<file path="src/sahm_pkg.sv">
`timescale 1ns / 1ps
// -----------------------------------------------------------------------------
// sahm_pkg
// Shared types, constants and the key mixing function of the hash map.
// -----------------------------------------------------------------------------
package sahm_pkg;

   localparam int unsigned DefBuckets = 16;
   localparam int unsigned DefWays    = 4;
   localparam int unsigned KeyW       = 64;
   localparam int unsigned ValW       = 64;
   localparam int unsigned FuncW      = 2;
   localparam int unsigned BcountW    = 5;
   localparam int unsigned WaysRegW   = 3;
   localparam int unsigned AddrW      = 3;
   localparam int unsigned DataW      = 32;

   typedef enum logic [FuncW-1:0] {
      FUNC_PUT    = 2'd0,
      FUNC_GET    = 2'd1,
      FUNC_REMOVE = 2'd2,
      FUNC_HAS    = 2'd3
   } func_type;

   localparam logic [AddrW-1:0] ADDR_BUCKETS = 3'd0;
   localparam logic [AddrW-1:0] ADDR_WAYS    = 3'd4;

   // Commands from the controller to the datapath.
   typedef struct packed {
      logic load;      // capture request, start the modulo
      logic mod_step;  // one restoring subtraction step
      logic scan;      // read way at scan index
      logic commit;    // write back and form the response
   } cmd_type;

   typedef struct packed {
      logic mod_done;
      logic scan_last;
   } status_type;

   function automatic logic [KeyW-1:0] mix_key(input logic [KeyW-1:0] k);
      logic [KeyW-1:0] h;
      h = k ^ (k >> 16) ^ (k >> 12);
      h = h ^ (h >> 7) ^ (h >> 4);
      return h;
   endfunction

endpackage

</file>
<file path="src/sahm_ctrl.sv">
`timescale 1ns / 1ps
// -----------------------------------------------------------------------------
// sahm_ctrl
// Sequencer: modulo reduction, way scan, commit, response hand-off.
// -----------------------------------------------------------------------------
module sahm_ctrl (
   input  logic                 clock,
   input  logic                 reset,
   input  logic                 req_valid,
   output logic                 req_ready,
   output logic                 rsp_valid,
   input  logic                 rsp_ready,
   output sahm_pkg::cmd_type    cmd,
   input  sahm_pkg::status_type status
);
   import sahm_pkg::*;

   typedef enum logic [2:0] {S_IDLE, S_MOD, S_SCAN, S_COMMIT} state_type;

   state_type state_ff, state_in;
   logic      rsp_valid_ff, rsp_valid_in;

   // A request is taken only once the previous response has left.
   assign req_ready = (state_ff == S_IDLE) && !rsp_valid_ff;
   assign rsp_valid = rsp_valid_ff;

   always_comb begin
      state_in     = state_ff;
      rsp_valid_in = rsp_valid_ff && !rsp_ready;
      cmd          = '0;
      case (state_ff)
         S_IDLE: begin
            if (req_valid && req_ready) begin
               cmd.load = 1'b1;
               state_in = S_MOD;
            end
         end
         S_MOD: begin
            cmd.mod_step = 1'b1;
            if (status.mod_done) state_in = S_SCAN;
         end
         S_SCAN: begin
            cmd.scan = 1'b1;
            if (status.scan_last) state_in = S_COMMIT;
         end
         S_COMMIT: begin
            cmd.commit   = 1'b1;
            rsp_valid_in = 1'b1;
            state_in     = S_IDLE;
         end
         default: state_in = S_IDLE;
      endcase
   end

   always_ff @(posedge clock) begin
      if (reset) begin
         state_ff     <= S_IDLE;
         rsp_valid_ff <= 1'b0;
      end else begin
         state_ff     <= state_in;
         rsp_valid_ff <= rsp_valid_in;
      end
   end
endmodule

</file>
<file path="config.mk">
export PLATFORM = sky130hd
export DESIGN_NAME = sahm_ctrl
export DESIGN_NICKNAME = d
export VERILOG_FILES = /design/src/sahm_pkg.sv /design/src/sahm_ctrl.sv
export SDC_FILE = /design/constraint.sdc
export NUM_CORES = 1
export LEC_CHECK = 0
export BUFFER_PORTS_ARGS = -buffer_cell sky130_fd_sc_hd__buf_2
export CORE_AREA = 2 2 39 41
export CTS_CLUSTER_SIZE = 14
export DETAILED_ROUTE_END_ITERATION = 8
export DIE_AREA = 0 0 41 43
export GPL_ROUTABILITY_DRIVEN = 0
export HOLD_SLACK_MARGIN = 0.1
export PLACE_DENSITY = 0.48
export SETUP_SLACK_MARGIN = 0.1
export SLEW_MARGIN = 30
export SYNTH_ARGS = -nofsm -noshare
export SYNTH_HDL_FRONTEND = slang
export SYNTH_SLANG_ARGS = --single-unit
</file>
<file path="constraint.sdc">
create_clock -name clock -period 1.5 [get_ports clock]
set_clock_uncertainty 0.1 [all_clocks]
set_input_delay 0.225 -clock clock [delete_from_list [all_inputs] [get_ports clock]]
set_output_delay 0.225 -clock clock [all_outputs]
set_load 0.01 [all_outputs]
</file>
==> results of run 1 <==
==> worst paths after layout <==
path                                  start     endpoint  slack, ps  cells past startpoint
worst max register to register  state_ff[0]  state_ff[1]         40                      5
worst min-delay path              rsp_ready    rsp_valid        190                      4
worst max-delay path            state_ff[1]       cmd[3]        -20                      5
worst min register to register    rsp_valid    rsp_valid        430                      2
==> cell families after synthesis <==
kind of cell | Yosys count | synth area share
AND/OR/NAND/NOR | 8 | 0.2486
buffers and inverters | 5 | 0.08475
AO/OA/AOI/OAI | 4 | 0.1243
adder cells (fa/ha/maj) | 4 | 0.2260
flip-flops | 3 | 0.2712
multiplexers | 1 | 0.04520
==> synthesized netlist by cell type <==
library cell,count,share of area
inv_1,5,0.085
ha_1,4,0.23
dfxtp_1,3,0.27
nand2b_1,3,0.085
a21oi_1,2,0.045
nor2_1,2,0.034
a222oi_1,1,0.045
and2_1,1,0.028
and2b_2,1,0.040
mux2i_1,1,0.045
nand2b_4,1,0.062
o21a_1,1,0.034
==> sequential cells by signal, summed over array words and instances (netlist names) <==
register / count
state_ff: 2
rsp_valid: 1
==> power by group <==
part / switching, mW / internal (mW) / total (mW) / leakage, nW
logic: 0.234 / 0.324 / 0.558 / 0.173
clock network: 0.0402 / 0.0996 / 0.140 / 0.0150
registers: 0.0200 / 0.114 / 0.134 / 0.0253
==> what timing repair did <==
item,CTS,global route
gates resized for setup,12,0
endpoints found under the hold margin,1,0
pin swaps,2,1
setup buffers,3,0
endpoints found under the setup margin,4,6
hold buffers,1,0
==> metal layers <==
metal  up-vias  global-route usage  share of wire
li1        124                   -              -
met5         -                   0              0
met4         0             0.08000              0
met3         0             0.04712          0.063
met1       110             0.07029           0.37
met2         5              0.1281           0.57
==> through the flow <==
stage                     utilization  hold slack (ps)
after floorplan                     -            197.4
after global placement         0.2396            334.3
after detailed placement       0.2396            347.5
after CTS                      0.3165            192.6
after global routing           0.3165            229.2
final                          0.3165            193.8
==> tightest hold or removal path, cell delays in order <==
cell,delay (ps)
buf_2,90
inv_1,40
a21oi_1,60
nor2_1,70
==> cell type report <==
| cell class | count | area share |
|---|---|---|
| Multi-Input combinational cell | 17 | 0.3943 |
| Clock buffer | 4 | 0.06000 |
| Inverter | 5 | 0.04286 |
| Sequential cell | 3 | 0.1429 |
| Timing Repair Buffer | 19 | 0.3143 |
| Tap cell | 16 | 0.04571 |
==> flow_summary.json, run 1 <==
{
  "antenna_found_initial": 0,
  "antennaDiodeCount": 0,
  "p_per_area_nw_per_um2": 1899,
  "grt_max_degree": 5,
  "drt_first_pass_iters": 4,
  "syn_nets": 35,
  "grt_pass1_wl_um": 903,
  "slowest_delay_ps": 330,
  "grt_pass1_vias": 224,
  "cts-root-buf": "clkbuf_4",
  "dieArea_um2": 1763,
  "setup_viol_count_final": 1,
  "layout.area.seq_um2": 62.56,
  "critPathRequiredTime_ps": 1170,
  "portBuffers": 11,
  "grtUsageTotal": 0.08417,
  "core_um2": 1384,
  "critPathLaunchType": "flip-flop",
  "cts_max_level": 1,
  "clk_pin_slew_ps": 30,
  "fin_nets": 59,
  "tns_ps": -24.11,
  "numClockSinks": 3,
  "fmax_mhz": 656.1,
  "ys_types": 12,
  "vdd_ir_drop_max_mv": 0.5094,
  "crit_fanout": 2,
  "drt-total-wl_um": 559,
  "drive_gt1_frac": 0.6458,
  "crit_slowest_cell": "dfxtp_2",
  "cts_made_buffers": 3,
  "dp_slack_ps": 62.45,
  "io_pins": 12,
  "finalPower_mw": 0.8315,
  "hp-class": "input pin to flip-flop",
  "syn_area_per_cell_um2": 8.858,
  "viasPerCell": 3.734,
  "vias": 239,
  "fin_crit_ps": 1524,
  "syn_inst": 25,
  "crit_buf_inv": 2,
  "worst_slew_pin_slew_ps": 268.0,
  "critical_path_class": "flip-flop to output pin",
  "drtAntennaViolNets": 0,
  "clk_path_buf_depth": 2,
  "dp_hpwl_um": 388.4,
  "rows": 14,
  "cts_tree": "built",
  "violations": "negative setup slack",
  "end_kind": "output pin",
  "final_cell_area_um2": 437.9,
  "multi_input_area_um2": 172.7,
  "gr-total-overflow": 0,
  "crit_family": "flip-flops",
  "fill_cells": 150,
  "drt_iter0_drc": 2,
  "final_cell_mix": "buf_2, buf_4, buf_6",
  "rsz0062_at_grt": "yes",
  "synth_area_um2": 221.5,
  "maxCapViolations": 0,
  "maxSlewHeadroom": 0.8214,
  "critPathArrivalTime_ps": 1200,
  "dpl.cell_count": 56,
  "wl_per_cell_um": 8.734,
  "finalHoldViolations": 0,
  "fp.dieH_um": 43,
  "ys_seq_area_frac": 0.2712,
  "crit_chain": "inv_2, ha_4, and2b_2, and2_1, buf_2",
  "yosysWarnings": 0,
  "mostFrequentLayoutCell": "buf_2",
  "die_x_um": 41,
  "initial_core_util": 0.1600,
  "clk_latency_ps": 230,
  "leakagePower_nw": 0.2129,
  "setup_slack_ps": -24.11,
  "remaining_drc_errors": 0,
  "final.period_utilization": 1.016,
  "fin_cells": 64,
  "ys_ff_latch": 3,
  "finalMaxSlewViolations": 0,
  "status": "complete, but fails checks",
  "synthToLayoutAreaGrowth_pct": 97.74,
  "post_dp_cell_area_um2": 331.6
}
(Power assumes the default switching activity.)
==> run 2: changes to the inputs <==
--- a/config.mk
+++ b/config.mk
@@ -6,13 +6,13 @@
 export NUM_CORES = 1
 export LEC_CHECK = 0
 export BUFFER_PORTS_ARGS = -buffer_cell sky130_fd_sc_hd__buf_2
-export CORE_AREA = 2 2 39 41
+export CORE_AREA = 3 3 40 42
 export CTS_CLUSTER_SIZE = 14
 export DETAILED_ROUTE_END_ITERATION = 8
-export DIE_AREA = 0 0 41 43
+export DIE_AREA = 0 0 43 45
 export GPL_ROUTABILITY_DRIVEN = 0
 export HOLD_SLACK_MARGIN = 0.1
-export PLACE_DENSITY = 0.48
+export PLACE_DENSITY = 0.47
 export SETUP_SLACK_MARGIN = 0.1
 export SLEW_MARGIN = 30
 export SYNTH_ARGS = -nofsm -noshare
==> constraint.sdc (replaced) <==
create_clock -name clock -period 1.96 [get_ports clock]
set_clock_uncertainty 0.1 [all_clocks]
set_input_delay 0.294 -clock clock [delete_from_list [all_inputs] [get_ports clock]]
set_output_delay 0.294 -clock clock [all_outputs]
set_load 0.01 [all_outputs]
==> run 2 against run 1 <==
The run now ends clean. First-iteration DRC count rose to 4.0 times the previous value. Final cell count down 14%. Clock power down 22%. Sequential share of layout area up 5.0 points. Worst setup slack better by 250 ps. Sequential power down 17%. Hold slack worse by 23 ps. Combinational power down 58%. Highest routed layer is now met4.
==> flow_summary.json, run 2 (same netlist as run 1, synthesis figures left out) <==
{
  "status": "completed",
  "finalMaxSlewViolations": 0,
  "critPathRequiredTime_ps": 1570,
  "p_sw_mw": 0.1755,
  "reg2reg_slack_ps": 500,
  "final_cell_mix": "buf_2, inv_1, ha_1",
  "largest_reg_flops": 2,
  "dieArea_um2": 1935,
  "io_pins": 12,
  "slowest_delay_ps": 350,
  "rows": 13,
  "timing.rr.start": "state_ff[0]",
  "crit_chain": "inv_1, ha_1, and2b_2, and2_1, buf_2",
  "pwr-share-seq": 0.243,
  "grt_pass1_wl_um": 841,
  "fin_nets": 51,
  "mostFrequentLayoutCell": "buf_2",
  "endpoint": "cmd[3]",
  "setup_viol_count_final": 0,
  "leakagePower_nw": 0.1737,
  "end_kind": "output pin",
  "finalHoldViolations": 0,
  "portBuffers": 11,
  "maxCapViolations": 0,
  "crit_slowest_cell": "dfxtp_2",
  "core_um2": 1285,
  "clk_pin_slew_ps": 40,
  "crit_family": "flip-flops",
  "cts_hold_buf": 0,
  "reg2regPathDepth": 4,
  "drt_first_pass_iters": 4,
  "crit_buf_inv": 2,
  "viasPerCell": 3.836,
  "p_comb_frac": 0.518,
  "crit_fanout": 4,
  "gr-total-overflow": 0,
  "cts_max_level": 1,
  "grtUsageTotal": 0.06567,
  "rsz0062_at_grt": "no",
  "p_sw_frac": 0.3841,
  "clk_latency_ps": 230,
  "wl_per_cell_um": 9.055,
  "largest_register": "state_ff",
  "drive_gt1_frac": 0.4500,
  "hold_ws_ps": 170.3,
  "antennaDiodeCount": 0,
  "drtAntennaViolNets": 0,
  "vias": 211,
  "antenna_found_initial": 0,
  "p_per_area_nw_per_um2": 1410,
  "finalPower_mw": 0.4569,
  "tns_ps": 0,
  "p_int_mw": 0.2814,
  "cts_made_buffers": 3,
  "drt_iter0_drc": 8,
  "worst_slew_pin_slew_ps": 409.8,
  "fin_crit_ps": 1736,
  "clk_path_buf_depth": 2,
  "grt_pass1_vias": 191,
  "fmax_mhz": 575.9,
  "critPathLaunchType": "flip-flop",
  "remaining_drc_errors": 0,
  "cp.depth": 5,
  "die_x_um": 43,
  "clkPwrFrac": 0.239,
  "maxSlewHeadroom": 0.7268,
  "synthToLayoutAreaGrowth_pct": 46.33,
  "fp.dieH_um": 45,
  "critPathArrivalTime_ps": 1340,
  "hp-class": "input pin to flip-flop",
  "critical_path_class": "flip-flop to output pin",
  "r2r-end": "state_ff[1]",
  "cts_tree": "built",
  "grt_max_degree": 5,
  "vdd_ir_drop_max_mv": 0.3227,
  "numClockSinks": 3,
  "final.period_utilization": 0.8859,
  "startpoint": "state_ff[0]",
  "cts-root-buf": "clkbuf_4",
  "drt-total-wl_um": 498,
  "initial_core_util": 0.1723
}
run 2: cell types whose count changed in the layout (fill, tap and decap cells not counted):
cell	delta
buf_2	+2
buf_4	-5
buf_6	-4
dlygate4sd3_1	-1
ha_1	+4
ha_2	-2
ha_4	-2
inv_1	+2
inv_2	-2
run 2: worst min path at each step:
stage	from	cells past startpoint	to
2_1_floorplan	reset	1	rsp_valid
3_3_place_gp	reset	2	rsp_valid
3_5_place_dp	reset	2	rsp_valid
4_1_cts	reset	2	rsp_valid
5_1_grt	reset	2	rsp_valid
6_report	reset	2	rsp_valid
run 2: layout make-up:
class | instances | area (µm²)
tap | 15 | 18.77
timing repair buffer | 11 | 55.05
sequential | 3 | 62.56
clock buffer | 4 | 26.28
inverter | 5 | 18.77
fill | 149 | 960.9
multi-input combinational | 17 | 142.6
run 2: power by group through the flow:
| stage | clock network, mW | logic [mW] | registers (mW) |
|---|---|---|---|
| 3_5_place_dp | 0 | 0.240 | 0.108 |
| 2_1_floorplan | 0 | 0.167 | 0.102 |
| 3_3_place_gp | 0 | 0.239 | 0.107 |
| 4_1_cts | 0.114 | 0.241 | 0.106 |
| 5_1_grt | 0.124 | 0.273 | 0.116 |
| 6_report | 0.109 | 0.237 | 0.111 |
run 2: layer usage:
layer / vias up / part of all wire / track usage
li1: 108 / - / -
met1: 93 / 0.44 / 0.06235
met2: 8 / 0.46 / 0.08683
met3: 2 / 0.074 / 0.05976
met4: 0 / 0.020 / 0.05422
met5: - / 0 / 0
run 2: repair_timing:
item                                    4_1_cts  5_1_grt
resized for setup                             0        2
endpoints found under the setup margin        0        1
buffers inserted                              0        0
run 2: metrics by stage:
| stage | util | area (µm²) | setup slack, ps | cells |
|---|---|---|---|---|
| final | 0.2522 | 324.1 | 223.7 | 55 |
| after global routing | 0.2522 | 324.1 | 127.5 | 55 |
| after CTS | 0.2502 | 321.6 | 160.3 | 55 |
| after detailed placement | 0.2298 | 295.3 | 410.3 | 51 |
| after global placement | 0.2298 | 295.3 | 415.8 | 51 |
| after floorplan | - | 221.5 | 516.1 | 25 |
==> run 3: changes to the inputs <==
==> constraint.sdc (replaced) <==
create_clock -name clock -period 1.6 [get_ports clock]
set_clock_uncertainty 0.1 [all_clocks]
set_input_delay 0.24 -clock clock [delete_from_list [all_inputs] [get_ports clock]]
set_output_delay 0.24 -clock clock [all_outputs]
set_load 0.01 [all_outputs]
==> run 3 against run 2 <==
First-iteration DRC count rose by 13%. Sequential share of layout area fell by 2.4 points. Cell area increased by 14%. Sequential power up 13%. Core utilization up 3.5 points. Critical path type unchanged. Highest routed layer is now met3.
==> flow_summary.json, run 3 (same netlist as run 1, synthesis figures left out) <==
{
  "status": "completed",
  "p_int_mw": 0.4266,
  "clkPwrFrac": 0.195,
  "reg2regPathDepth": 5,
  "rsz0062_at_grt": "yes",
  "grt_pass1_vias": 230,
  "cts_max_level": 1,
  "leakagePower_nw": 0.1930,
  "clk_path_buf_depth": 2,
  "final_cell_mix": "buf_2, buf_4, nand2b_1, inv_1, clkbuf_4",
  "grtUsageTotal": 0.05907,
  "antenna_found_initial": 0,
  "drive_gt1_frac": 0.5909,
  "holdPathStages": 2,
  "fmax_mhz": 650.2,
  "critPathRequiredTime_ps": 1260,
  "cts-root-buf": "clkbuf_4",
  "fp.dieH_um": 45,
  "p_comb_frac": 0.619,
  "grt_max_degree": 5,
  "fin_crit_ps": 1538,
  "worst_slew_pin_slew_ps": 261.6,
  "dp_slack_ps": 70.86,
  "vias": 213,
  "cts_made_buffers": 3,
  "slowest_delay_ps": 330,
  "pwr-share-seq": 0.186,
  "mostFrequentLayoutCell": "buf_2",
  "critPathLaunchType": "flip-flop",
  "fin_nets": 55,
  "hp-class": "input pin to flip-flop",
  "final.period_utilization": 0.9613,
  "grt_pass1_wl_um": 841,
  "hold_ws_ps": 118.3,
  "viasPerCell": 3.610,
  "cts_tree": "built",
  "crit_slowest_cell": "dfxtp_2",
  "largest_reg_flops": 2,
  "critPathArrivalTime_ps": 1200,
  "reg2reg_slack_ps": 140,
  "timing.rr.start": "state_ff[1]",
  "min_to": "rsp_valid",
  "io_pins": 12,
  "remaining_drc_errors": 0,
  "cts_hold_buf": 0,
  "drt_first_pass_iters": 4,
  "maxCapViolations": 0,
  "crit_fanout": 2,
  "gr-total-overflow": 0,
  "portBuffers": 11,
  "wl_per_cell_um": 8.932,
  "antennaDiodeCount": 0,
  "clk_pin_slew_ps": 40,
  "finalMaxSlewViolations": 0,
  "setup_slack_ps": 61.94,
  "end_kind": "output pin",
  "die_x_um": 43,
  "r2r-end": "state_ff[1]",
  "maxSlewHeadroom": 0.8256,
  "drt_iter0_drc": 9,
  "crit_chain": "inv_2, ha_4, and2b_2, and2_1, buf_2",
  "finalHoldViolations": 0,
  "synthToLayoutAreaGrowth_pct": 66.67,
  "tns_ps": 0,
  "rows": 13,
  "p_sw_frac": 0.3644,
  "numClockSinks": 3,
  "initial_core_util": 0.1723,
  "core_um2": 1285,
  "drtAntennaViolNets": 0,
  "dieArea_um2": 1935,
  "largest_register": "state_ff",
  "clk_latency_ps": 230,
  "p_sw_mw": 0.2446,
  "drt-total-wl_um": 527,
  "min_from": "reset",
  "finalPower_mw": 0.6712,
  "vdd_ir_drop_max_mv": 0.4075,
  "p_per_area_nw_per_um2": 1819,
  "critical_path_class": "flip-flop to output pin",
  "setup_viol_count_final": 0
}
## run 3: cell type report
cell class | count | area, µm²
Clock buffer | 4 | 26.28
Fill cell | 143 | 915.9
Inverter | 5 | 18.77
Multi-Input combinational cell | 17 | 157.7
Sequential cell | 3 | 62.56
Tap cell | 15 | 18.77
Timing Repair Buffer | 15 | 85.08
## run 3: per-stage QoR
stage / utilization / cells / cell area (µm²)
floorplan: - / 25 / 221.5
global placement: 0.2298 / 51 / 295.3
detailed placement: 0.2298 / 51 / 295.3
CTS: 0.2795 / 58 / 359.1
global route: 0.2872 / 59 / 369.1
finish: 0.2872 / 59 / 369.1
## run 3: how the worst max path moves through the flow
stage	depth (start not counted)	end	slack, ps	start
6_report	5	cmd[3]	60	state_ff[0]
5_1_grt	5	cmd[3]	20	state_ff[0]
4_1_cts	5	cmd[3]	50	state_ff[1]
3_5_place_dp	4	state_ff[1]	70	state_ff[0]
3_3_place_gp	5	cmd[3]	100	state_ff[0]
2_1_floorplan	4	state_ff[1]	160	state_ff[0]
## run 3: routing by layer
metal	share of wire	wire length, µm	GRT usage
met3	0.097	51	0.01992
met4	0	0	0.05422
met5	0	0	0
met1	0.42	222	0.05529
met2	0.48	254	0.1018
## run 3: power groups by stage
stage               sequential (mW)  combinational [mW]  clock (mW)
floorplan                     0.125               0.205           0
global placement              0.131               0.293           0
detailed placement            0.131               0.295           0
CTS                           0.124               0.395       0.139
global route                  0.129               0.463       0.141
finish                        0.125               0.415       0.131
## run 3: timing repair
| action | 4_1_cts | 5_1_grt |
|---|---|---|
| gates cloned | 0 | 0 |
| resized for setup | 6 | 1 |
| setup buffers | 3 | 1 |
| endpoints found under the setup margin | 3 | 3 |
| pin swaps | 3 | 2 |
## run 3: critical path, delay by kind of cell (launching register included)
kind | cells | cell delay [ps]
flip-flops | 1 | 330
adder cells (fa/ha/maj) | 1 | 150
buffers and inverters | 2 | 180
AND/OR/NAND/NOR | 2 | 300
